<file path="src/hdl/hmbf_pkg.sv">
package hmbf_pkg;

	localparam int LENGTH_BITS_DEF = 32;

	typedef struct packed {
		logic       opcode;
		logic [7:0] data_byte;
	} in_item_t;

	typedef struct packed {
		logic [7:0] out_byte;
		logic       accepted;
		logic       in_body;
		logic       message_complete;
	} out_item_t;

	typedef enum logic [2:0] {
		PH_HEADER      = 3'd0,
		PH_CHUNK_SIZE  = 3'd1,
		PH_CHUNK_DATA  = 3'd2,
		PH_LENGTH_BODY = 3'd3,
		PH_DONE        = 3'd4
	} phase_t;

	typedef enum logic [1:0] {
		KIND_UNKNOWN = 2'd0,
		KIND_CLEN    = 2'd1,
		KIND_TENC    = 2'd2,
		KIND_OTHER   = 2'd3
	} kind_t;

	localparam logic [4:0] CLEN_NAME_LEN    = 5'd15;
	localparam logic [4:0] TENC_NAME_LEN    = 5'd18;
	localparam logic [2:0] CHUNKED_WORD_LEN = 3'd7;
	localparam logic [7:0] CHAR_CR  = 8'h0D;
	localparam logic [7:0] CHAR_LF  = 8'h0A;
	localparam logic [7:0] CHAR_SP  = 8'h20;
	localparam logic [7:0] CHAR_TAB = 8'h09;

	// lower-case header name characters
	function automatic logic [7:0] clen_char(input logic [4:0] i);
		case (i)
			5'd0: clen_char = "c";  5'd1: clen_char = "o";  5'd2: clen_char = "n";
			5'd3: clen_char = "t";  5'd4: clen_char = "e";  5'd5: clen_char = "n";
			5'd6: clen_char = "t";  5'd7: clen_char = "-";  5'd8: clen_char = "l";
			5'd9: clen_char = "e";  5'd10: clen_char = "n"; 5'd11: clen_char = "g";
			5'd12: clen_char = "t"; 5'd13: clen_char = "h"; 5'd14: clen_char = ":";
			default: clen_char = 8'h00;
		endcase
	endfunction

	function automatic logic [7:0] tenc_char(input logic [4:0] i);
		case (i)
			5'd0: tenc_char = "t";  5'd1: tenc_char = "r";  5'd2: tenc_char = "a";
			5'd3: tenc_char = "n";  5'd4: tenc_char = "s";  5'd5: tenc_char = "f";
			5'd6: tenc_char = "e";  5'd7: tenc_char = "r";  5'd8: tenc_char = "-";
			5'd9: tenc_char = "e";  5'd10: tenc_char = "n"; 5'd11: tenc_char = "c";
			5'd12: tenc_char = "o"; 5'd13: tenc_char = "d"; 5'd14: tenc_char = "i";
			5'd15: tenc_char = "n"; 5'd16: tenc_char = "g"; 5'd17: tenc_char = ":";
			default: tenc_char = 8'h00;
		endcase
	endfunction

	function automatic logic [7:0] chunked_char(input logic [2:0] i);
		case (i)
			3'd0: chunked_char = "c"; 3'd1: chunked_char = "h"; 3'd2: chunked_char = "u";
			3'd3: chunked_char = "n"; 3'd4: chunked_char = "k"; 3'd5: chunked_char = "e";
			3'd6: chunked_char = "d";
			default: chunked_char = 8'h00;
		endcase
	endfunction

	function automatic logic [7:0] to_lower(input logic [7:0] b);
		to_lower = (b >= "A" && b <= "Z") ? b + 8'd32 : b;
	endfunction

endpackage

</file>
<file path="src/hdl/http_message_body_framer.sv">
// HTTP message body framer, one byte per request.
// Path: an accepted request passes the input register, then the result register, before result valid.
// Throughput: one byte per cycle while out_stall is low; the per-byte state update fits between the two registers.
// Reset: arst_n clears framing state, framing_enable and both valid flags asynchronously.
module http_message_body_framer
	import hmbf_pkg::*;
#(
	parameter int LENGTH_BITS = LENGTH_BITS_DEF
) (
	input  logic      clk,
	input  logic      arst_n,
	input  logic      cfg_we,
	input  logic      cfg_data,
	input  logic      in_valid,
	output logic      in_stall,
	input  in_item_t  in_item,
	output logic      out_valid,
	input  logic      out_stall,
	output out_item_t out_item
);

	localparam int LB = LENGTH_BITS;
	localparam logic [LB-1:0] LMAX = {LB{1'b1}};

	logic          framing_enable_q;
	in_item_t      in_s1;
	logic          valid_s1;
	logic          valid_s2;
	out_item_t     res_s2;

	phase_t        phase_q;
	logic          chunked_q;
	logic [4:0]    lpos_q;
	kind_t         kind_q;
	logic [2:0]    wpos_q;
	logic          blank_q;
	logic [LB-1:0] clen_q;
	logic [LB-1:0] chlen_q;
	logic [LB:0]   bcount_q;
	logic          nstart_q;

	phase_t        phase_d;
	logic          chunked_d;
	logic [4:0]    lpos_d;
	kind_t         kind_d;
	logic [2:0]    wpos_d;
	logic          blank_d;
	logic [LB-1:0] clen_d;
	logic [LB-1:0] chlen_d;
	logic [LB:0]   bcount_d;
	logic          nstart_d;
	out_item_t     res_d;

	logic          adv_s2;
	logic          adv_s1;

	// stage 1 moves when stage 2 is free or draining
	assign adv_s2   = !valid_s2 || !out_stall;
	assign adv_s1   = valid_s1 && adv_s2;
	assign in_stall = valid_s1 && !adv_s2;
	assign out_valid = valid_s2;
	assign out_item  = res_s2;

	// next-state logic for one byte
	always_comb begin
		logic [7:0]      b;
		logic [7:0]      lc;
		logic            dig;
		logic [3:0]      hv;
		logic            hok;
		logic [LB+4:0]   m10;
		logic [LB+4:0]   m16;
		logic [LB:0]     bc1;
		b   = in_s1.data_byte;
		lc  = to_lower(b);
		dig = (b >= "0" && b <= "9");
		hok = 1'b1;
		hv  = 4'd0;
		if (dig) hv = 4'(b - "0");
		else if (lc >= "a" && lc <= "f") hv = 4'(lc - "a" + 8'd10);
		else hok = 1'b0;
		m10 = {5'd0, clen_q} * (LB+5)'(10) + (LB+5)'(b[3:0]);
		m16 = {1'b0, chlen_q, 4'd0} + (LB+5)'(hv);
		bc1 = bcount_q + 1'b1;

		phase_d = phase_q; chunked_d = chunked_q; lpos_d = lpos_q; kind_d = kind_q;
		wpos_d = wpos_q; blank_d = blank_q; clen_d = clen_q; chlen_d = chlen_q;
		bcount_d = bcount_q; nstart_d = nstart_q;
		res_d.out_byte = b;
		res_d.accepted = 1'b1;
		res_d.in_body = 1'b0;
		res_d.message_complete = 1'b0;

		if (in_s1.opcode) begin
			phase_d = PH_HEADER; chunked_d = 1'b0; clen_d = '0; chlen_d = '0;
			bcount_d = '0; lpos_d = '0; kind_d = KIND_UNKNOWN; wpos_d = '0;
			blank_d = 1'b1; nstart_d = 1'b0;
			res_d.accepted = 1'b0;
		end else if (framing_enable_q) begin
			unique case (phase_q)
				PH_HEADER: begin
					if (b == CHAR_LF) begin
						if (blank_q) begin
							bcount_d = '0;
							if (chunked_q) phase_d = PH_CHUNK_SIZE;
							else if (clen_q == '0) begin
								phase_d = PH_DONE;
								res_d.message_complete = 1'b1;
							end else phase_d = PH_LENGTH_BODY;
						end
						lpos_d = '0; kind_d = KIND_UNKNOWN; wpos_d = '0;
						blank_d = 1'b1; nstart_d = 1'b0;
					end else begin
						if (b != CHAR_CR) blank_d = 1'b0;
						if (kind_q == KIND_UNKNOWN) begin
							if (lc == "c") begin kind_d = KIND_CLEN; lpos_d = 5'd1; end
							else if (lc == "t") begin kind_d = KIND_TENC; lpos_d = 5'd1; end
							else kind_d = KIND_OTHER;
						end else if (kind_q == KIND_CLEN && lpos_q < CLEN_NAME_LEN) begin
							if (lc == clen_char(lpos_q)) lpos_d = lpos_q + 5'd1;
							else kind_d = KIND_OTHER;
						end else if (kind_q == KIND_TENC && lpos_q < TENC_NAME_LEN) begin
							if (lc == tenc_char(lpos_q)) lpos_d = lpos_q + 5'd1;
							else kind_d = KIND_OTHER;
						end else if (kind_q == KIND_CLEN) begin
							if (!nstart_q) begin
								if (dig) begin
									clen_d = LB'(b[3:0]); nstart_d = 1'b1;
								end else if (b != CHAR_SP && b != CHAR_TAB) kind_d = KIND_OTHER;
							end else if (dig) begin
								clen_d = (m10 > (LB+5)'(LMAX)) ? LMAX : m10[LB-1:0];
							end else kind_d = KIND_OTHER;
						end else if (kind_q == KIND_TENC) begin
							if (wpos_q < CHUNKED_WORD_LEN) begin
								if (lc == chunked_char(wpos_q)) begin
									wpos_d = wpos_q + 3'd1;
									if (wpos_q + 3'd1 >= CHUNKED_WORD_LEN) chunked_d = 1'b1;
								end else wpos_d = (lc == "c") ? 3'd1 : 3'd0;
							end
						end
					end
				end
				PH_CHUNK_SIZE: begin
					res_d.in_body = 1'b1;
					if (b == CHAR_LF) begin
						if (nstart_q) begin bcount_d = '0; phase_d = PH_CHUNK_DATA; end
						lpos_d = '0; kind_d = KIND_UNKNOWN; wpos_d = '0;
						blank_d = 1'b1; nstart_d = 1'b0;
					end else if (kind_q != KIND_OTHER) begin
						if (!nstart_q) begin
							if (hok) begin
								chlen_d = LB'(hv); nstart_d = 1'b1;
							end else if (b != CHAR_SP && b != CHAR_TAB) kind_d = KIND_OTHER;
						end else if (hok) begin
							chlen_d = (m16 > (LB+5)'(LMAX)) ? LMAX : m16[LB-1:0];
						end else kind_d = KIND_OTHER;
					end
				end
				PH_CHUNK_DATA: begin
					res_d.in_body = 1'b1;
					bcount_d = bc1;
					if ({1'b0, bc1} >= {2'b00, chlen_q} + (LB+2)'(2)) begin
						bcount_d = '0;
						if (chlen_q == '0) begin
							phase_d = PH_DONE;
							res_d.message_complete = 1'b1;
						end else phase_d = PH_CHUNK_SIZE;
						lpos_d = '0; kind_d = KIND_UNKNOWN; wpos_d = '0;
						blank_d = 1'b1; nstart_d = 1'b0;
					end
				end
				PH_LENGTH_BODY: begin
					res_d.in_body = 1'b1;
					bcount_d = bc1;
					if (bc1 >= {1'b0, clen_q}) begin
						phase_d = PH_DONE;
						res_d.message_complete = 1'b1;
					end
				end
				default: begin
					res_d.accepted = 1'b0;
					res_d.message_complete = 1'b1;
				end
			endcase
		end
	end

	// hold state and pipeline registers
	always_ff @(posedge clk or negedge arst_n) begin
		if (!arst_n) begin
			framing_enable_q <= 1'b0;
			valid_s1 <= 1'b0;
			valid_s2 <= 1'b0;
			phase_q <= PH_HEADER; chunked_q <= 1'b0; lpos_q <= '0; kind_q <= KIND_UNKNOWN;
			wpos_q <= '0; blank_q <= 1'b1; clen_q <= '0; chlen_q <= '0;
			bcount_q <= '0; nstart_q <= 1'b0;
		end else begin
			if (cfg_we) framing_enable_q <= cfg_data;
			if (!in_stall) begin
				valid_s1 <= in_valid;
				if (in_valid) in_s1 <= in_item;
			end
			if (adv_s2) valid_s2 <= valid_s1;
			if (adv_s1) begin
				res_s2 <= res_d;
				phase_q <= phase_d; chunked_q <= chunked_d; lpos_q <= lpos_d;
				kind_q <= kind_d; wpos_q <= wpos_d; blank_q <= blank_d;
				clen_q <= clen_d; chlen_q <= chlen_d; bcount_q <= bcount_d;
				nstart_q <= nstart_d;
			end
		end
	end

endmodule

</file>
<file path="config.mk">
export PLATFORM = sky130hd
export DESIGN_NAME = http_message_body_framer
export DESIGN_NICKNAME = d
export VERILOG_FILES = /design/src/hdl/hmbf_pkg.sv /design/src/hdl/http_message_body_framer.sv
export SDC_FILE = /design/constraint.sdc
export NUM_CORES = 1
export LEC_CHECK = 0
export BUFFER_PORTS_ARGS = -buffer_cell sky130_fd_sc_hd__buf_2
export CAP_MARGIN = 20
export CORE_MARGIN = 2
export CORE_UTILIZATION = 54
export DETAILED_ROUTE_END_ITERATION = 7
export GPL_ROUTABILITY_DRIVEN = 1
export PLACE_DENSITY = 0.83
export SYNTH_ARGS = -nofsm -noshare
export SYNTH_HDL_FRONTEND = slang
export SYNTH_SLANG_ARGS = --single-unit
</file>
<file path="constraint.sdc">
create_clock -name clk -period 4.9 [get_ports clk]
set_input_delay 0 -clock clk [delete_from_list [all_inputs] [get_ports clk]]
set_output_delay 0 -clock clk [all_outputs]
set_load 0.03 [all_outputs]
</file>
After elaboration in Yosys (flattened, before gate mapping). Memories as Yosys holds them, arrays and structs flattened. Cells that the tools add are included.

Register bits after elaboration: 136. ROM bits: 336. Input port bits: 15. Output and inout port bits: 13. Word-level logic and storage cells: 308. Memories kept: 2.

Add/sub/neg operators: 10. Multiply operators: 1. Magnitude comparators: 14. Equality and inequality tests: 50. Multiplexer cells: 165. Bitwise gates (word level): 2. Reduce and logical (&&, ||, !) cells: 45.

Memories: (name not given) (words 32, bits a word 7, rd ports 1, clocked after Yosys merged registers in 0, write ports 0, line hmbf_pkg.sv:53) `case (i)`; (name not given) (words 16, bits a word 7, rd ports 1, clocked after Yosys merged registers in 0, write ports 0, line hmbf_pkg.sv:42) `case (i)`.

Operator list (number): $mux 32 (21); $mux 33 (7); $mux 8 (25); $pmux 33 s4 (1); $add 36x4->37 (2); $gt 37x32->1 const B (2); $mux 3 (24); $logic_not 32->1 (2); $mux 5 (12); $pmux 7 s7 (1); $mux 1 (45); $mux 2 (20); $ne 4x4->1 const B (10); $reduce_and 9->1 (4); $mul 32x3->35 const B (1); $add 32x2->33 const B (1); $add 33x1->33 const B (1); $ge 33x32->1 (1); $ge 33x33->1 (1); $ne 6x6->1 const B (5); $eq 8x8->1 (3); $reduce_bool 2->1 (11); $ne 7x7->1 const B (3); $ne 3x3->1 const B (6); other kinds (48) (78).

Longest topological paths before layout.
Depth after elaboration: 24. Mapped depth: 21. Depth with buffers taken out: 20.

Worst setup path before layout. OpenSTA, ideal clock, no wires.

Kind: reg2reg. Start point: reg bcount_q[2]. End point: reg bcount_q[21]. Library setup time: 0.083 ns. Arrival time: 4.683 ns. Required time: 4.817 ns. Slack: 0.134 ns. Stages on the path, launching flop included: 21. Path buffers: 2. Period minus slack after synthesis: 4.766 ns. Cells stage by stage: dfrtp_1 > and3_1 > and3_1 > and2_1 > nand2_1 > nor3_1 > nand2_1 > nor2_1 > nand3_1 > xnor2_1 > ha_1 > nand2_1 > o211ai_1 > a21oi_1 > o32ai_1 > or3b_2 > a2111oi_0 > clkbuf_1 > buf_2 > nand2_1 > o21ai_0.

Word-level cells in the longest chain between the ends: 6.

RTL lines: from (decl) (line http_message_body_framer.sv:39) `logic [LB:0] bcount_q;`; from (signal assigned) (line http_message_body_framer.sv:208) `clen_q <= clen_d; chlen_q <= chlen_d; bcount_q <= bcount_d;`; $add 33x1->33 * (line http_message_body_framer.sv:84) `bc1 = bcount_q + 1'b1;`; $ge 33x33->1 (line http_message_body_framer.sv:162) `if ({1'b0, bc1} >= {2'b00, chlen_q} + (LB+2)'(2)) begin`; $mux 33 (line http_message_body_framer.sv:162); $pmux 33 s4 * (line http_message_body_framer.sv:100) `unique case (phase_q)`; $mux 33 * (line http_message_body_framer.sv:99) `end else if (framing_enable_q) begin`; $mux 33 * (line http_message_body_framer.sv:94) `if (in_s1.opcode) begin`.

Mark *: on every way between the ends. The rest lies on a longest branch, timed or not. The select of a mux whose other input is x is not followed. A chain may end at the register's enable or synchronous reset.

Worst setup path after layout.
Start point: reg clen_q[1]. End point: reg clen_q[26].

Word-level cells in the longest chain between the ends: 14.

RTL lines: from (decl) (line http_message_body_framer.sv:37) `logic [LB-1:0] clen_q;`; from (signal assigned) (line http_message_body_framer.sv:208); $mul 32x3->35 * (line http_message_body_framer.sv:82) `m10 = {5'd0, clen_q} * (LB+5)'(10) + (LB+5)'(b[3:0]);`; $add 36x4->37 * (line http_message_body_framer.sv:82); $gt 37x32->1 (line http_message_body_framer.sv:131) `clen_d = (m10 > (LB+5)'(LMAX)) ? LMAX : m10[LB-1:0];`; $mux 32 * (line http_message_body_framer.sv:131); $mux 32 * (line http_message_body_framer.sv:130) `end else if (dig) begin`; $mux 32 * (line http_message_body_framer.sv:126) `if (!nstart_q) begin`; $mux 32 * (line http_message_body_framer.sv:125) `end else if (kind_q == KIND_CLEN) begin`; $mux 32 * (line http_message_body_framer.sv:122) `end else if (kind_q == KIND_TENC && lpos_q < TENC_NAME_LEN) begin`; $mux 32 * (line http_message_body_framer.sv:119) `end else if (kind_q == KIND_CLEN && lpos_q < CLEN_NAME_LEN) begin`; $mux 32 * (line http_message_body_framer.sv:115) `if (kind_q == KIND_UNKNOWN) begin`; $mux 32 * (line http_message_body_framer.sv:102) `if (b == CHAR_LF) begin`; $mux 32 * (line http_message_body_framer.sv:100); $mux 32 * (line http_message_body_framer.sv:99); $mux 32 * (line http_message_body_framer.sv:94).

Marks and branches as above.

==> impl_metrics.py <==
metrics = {
    "run": {
        "maxCapViolations": 0,
    },
    "timing": {
        "final_hold_viol_count": 0,
        "layout_min_cycle_time_ns": 4.72,
        "clock_skew_ns": 0.0116,
        "max_freq_mhz": 212,
        "relSlewSlack_pct": 25.7,
        "finalSetupViolations": 0,
        "tns_ns": 0,
        "min_period_over_period_pct": 96.4,
        "maxSlewViolCount": 0,
        "fin_ws_ns": 0.178,
        "tightest_slew_ns": 1.11,
    },
    "final_layout": {
        "fin_area_um2": 14600,
        "fin_nets": 1772,
        "antennaDiodeCount": 0,
        "area_growth_pct": 10.4,
        "drive_gt1_share_pct": 10.8,
        "fin_util_pct": 60.3,
        "fillCellCount": 1974,
    },
    "worst_setup_path": {
        "worstSetupEndpointType": "flop",
        "crit_type": "flop to flop",
        "critPathCapture": "clen_q[26]$_DFFE_PN0P_",
        "critPathArrivalTime_ns": 5.07,
        "reg2reg_to": "clen_q[26]$_DFFE_PN0P_",
        "cp-start-kind": "flop",
        "crit_path_start": "clen_q[1]$_DFFE_PN0P_",
        "r2r_slack_ns": 0.18,
        "crit_fanout": 18,
        "rr_worst_depth": 15,
        "r2r-start": "clen_q[1]$_DFFE_PN0P_",
        "worstPathRequired_ns": 5.25,
    },
    "floorplan": {
        "die_h_um": 160,
        "die_area_um2": 25700,
        "dieWidth_um": 160,
        "rows": 57,
        "core_um2": 24200,
        "start_util_pct": 54.6,
        "io_pins": 28,
    },
    "global_routing": {
        "grt_max_degree": 78,
        "grt_util_all_layers_pct": 27.6,
        "grt_pass1_vias": 11763,
        "antenna_found_initial": 0,
        "grt_overflow": 0,
        "grt_pass1_wl_um": 58900,
    },
    "place": {
        "dp_hpwl_um": 25600,
        "place_ws_ns": 0.137,
        "place_area_um2": 13700,
        "gp_congestion": 0.927,
        "port_buffers": 27,
    },
    "routing": {
        "first_pass_iters": 6,
        "ant_nets": 0,
        "wl_per_cell_um": 18.5,
        "drtIter0Drc": 1207,
        "wl_um": 35900,
        "routed_via_density": 6.42,
        "num_vias": 12461,
        "post-route-drc-count": 0,
    },
    "logic_synthesis": {
        "synthCells": 1578,
        "yosysWarnings": 0,
        "synth_cell_types": 97,
        "async_flop_share_pct": 85.3,
        "synthFlopType": "dfrtp_1",
        "ys_ff_latch": 136,
        "seq_area_frac_synth_pct": 26.5,
        "synth_fp_nets": 1747,
        "synth_edf_count": 20,
        "mappedNetlistArea_um2": 13200,
        "syn_area_per_cell_um2": 8.37,
    },
    "outcome": {
        "status": "completed",
    },
    "power": {
        "p_leak_uw": 0.00633,
        "peakVddDrop_mv": 0.221,
        "power.density_nw_per_um2": 246,
    },
    "clock_tree": {
        "clockBufferDepth": 2,
        "worstSkewPairLatency_ns": 0.45,
        "cts-root-buf": "clkbuf_16",
        "cts.sinks": 136,
        "clk_pin_slew_ns": 0.07,
        "numCtsBuffers": 17,
        "htree_levels": 4,
        "cts_tree": "done",
    },
    "worst_hold_path": {
        "hold_class": "input port to async pin",
    },
}
cell usage in the layout (no fill, tap or decap), types with 23 or more instances in the layout:
cell type  netlist  layout
nand4_1         30      30
o21ai_0        125     124
xnor2_1         68      67
nor2_1          92      90
nand3_1         47      46
a22o_1          29      29
xor2_1          49      48
a21o_1          33      33
nand2_1        168     167
inv_1           66      66
and3_1          23      23
a21oi_1         68      68
ha_1           152     152
nor3_1          46      43
dfrtp_1        115     114
nor4_1          27      26
buf_2           14      26
buf_4            2      30
synth_stat cells (16+ instances only):
| library cell | number | area share (%) |
|---|---|---|
| xor2_1 | 49 | 3.2 |
| nor3_1 | 46 | 1.7 |
| xnor2_1 | 68 | 4.5 |
| edfxtp_1 | 20 | 4.5 |
| a22o_1 | 29 | 1.9 |
| nor2b_1 | 19 | 0.90 |
| o21ai_0 | 125 | 4.7 |
| o211ai_1 | 20 | 1.1 |
| dfrtp_1 | 115 | 22 |
| nor2_1 | 92 | 2.6 |
| nand3_1 | 47 | 1.8 |
| nor4_1 | 27 | 1.3 |
| inv_1 | 66 | 1.9 |
| a21o_1 | 33 | 1.9 |
| and3_1 | 23 | 1.1 |
| nand2_1 | 168 | 4.8 |
| a22oi_1 | 17 | 0.97 |
| a21oi_1 | 68 | 2.6 |
| clkbuf_1 | 46 | 1.3 |
| nand2b_1 | 20 | 0.95 |
| o21a_1 | 16 | 0.91 |
| ha_1 | 152 | 14 |
| nand4_1 | 30 | 1.4 |
power breakdown:
part | internal, uW | leakage [uW] | total [uW] | switching (uW)
Combinational | 364 | 0.00424 | 893 | 529
Clock | 786 | 0.000305 | 1370 | 582
Sequential | 1200 | 0.00179 | 1330 | 128
worst max-delay path: stages, from the launching register on:
cell and delay [ns]:
dfrtp_1 0.50, ha_1 0.35, ha_1 0.25, inv_1 0.10
fa_1 0.47, nand3b_1 0.21, o21ai_0 0.27, nand2b_1 0.12
or4_4 0.46, nor2_2 0.19, nand4b_1 0.22, or4_4 0.53
or2_4 0.28, a211o_1 0.32, buf_4 0.23, o211ai_1 0.12
how the worst min path moves through the flow:
stage / startpoint / endpoint / slack (ns) / depth (start not counted)
2_1_floorplan: arst_n / bcount_q[0]$_DFFE_PN0P_ / -0.30 / 0
3_5_place_dp: arst_n / lpos_q[1]$_DFFE_PN0P_ / 0.04 / 1
5_1_grt: arst_n / framing_enable_q$_DFFE_PN0P_ / 0.16 / 2
3_3_place_gp: arst_n / lpos_q[1]$_DFFE_PN0P_ / 0.03 / 1
6_report: arst_n / lpos_q[1]$_DFFE_PN0P_ / 0.10 / 2
4_1_cts: arst_n / lpos_q[1]$_DFFE_PN0P_ / 0.13 / 2
per-layer routing:
| layer | vias up | wire, um | track usage, % |
|---|---|---|---|
| li1 | 5919 | - | - |
| met1 | 5958 | 15500 | 37.3 |
| met2 | 514 | 16800 | 45.2 |
| met3 | 70 | 2820 | 5.68 |
| met4 | 0 | 760 | 7.49 |
| met5 | - | 0 | 0 |
registers in the layout, summed over array words and instances (netlist names):
name	count
chunked_q	1
clen_q	32
wpos_q	3
bcount_q	33
valid_s1	1
blank_q	1
in_s1	9
kind_q	2
nstart_q	1
chlen_q	32
out_valid	1
lpos_q	5
phase_q	3
out_item	11
framing_enable_q	1
kinds of logic after synthesis:
group	synth area share (%)
AND/OR/NAND/NOR	22.8
multiplexers	0.748
flip-flops	26.5
adder cells (fa/ha/maj)	14.7
XOR/XNOR	7.76
buffers and inverters	4.08
AO/OA/AOI/OAI	23.4
final cells by class:
cell class	count	area, um2	share of cell area (%)
Multi-Input combinational cell	1309	9260	63.5
Sequential cell	136	3510	24.0
Timing Repair Buffer	73	553	3.79
Clock buffer	18	439	3.01
Tap cell	324	405	2.78
Inverter	66	248	1.70
Clock inverter	14	171	1.18
what timing repair did:
item                                    CTS  global route
endpoints found under the setup margin    0            53
hold endpoints to repair                 51             0
setup buffers                             0             7
hold buffers                             15             0
gates resized for setup                   0            15
per-stage QoR:
| step | hold WS (ns) | std cells | power (uW) |
|---|---|---|---|
| floorplan | -0.296 | 1578 | 1940 |
| global placement | 0.0311 | 1885 | 2160 |
| detailed placement | 0.0407 | 1885 | 2180 |
| CTS | 0.127 | 1932 | 3550 |
| global route | 0.159 | 1940 | 3750 |
| finish | 0.101 | 1940 | 3590 |
No activity file was read; power rests on OpenSTA's default activity.
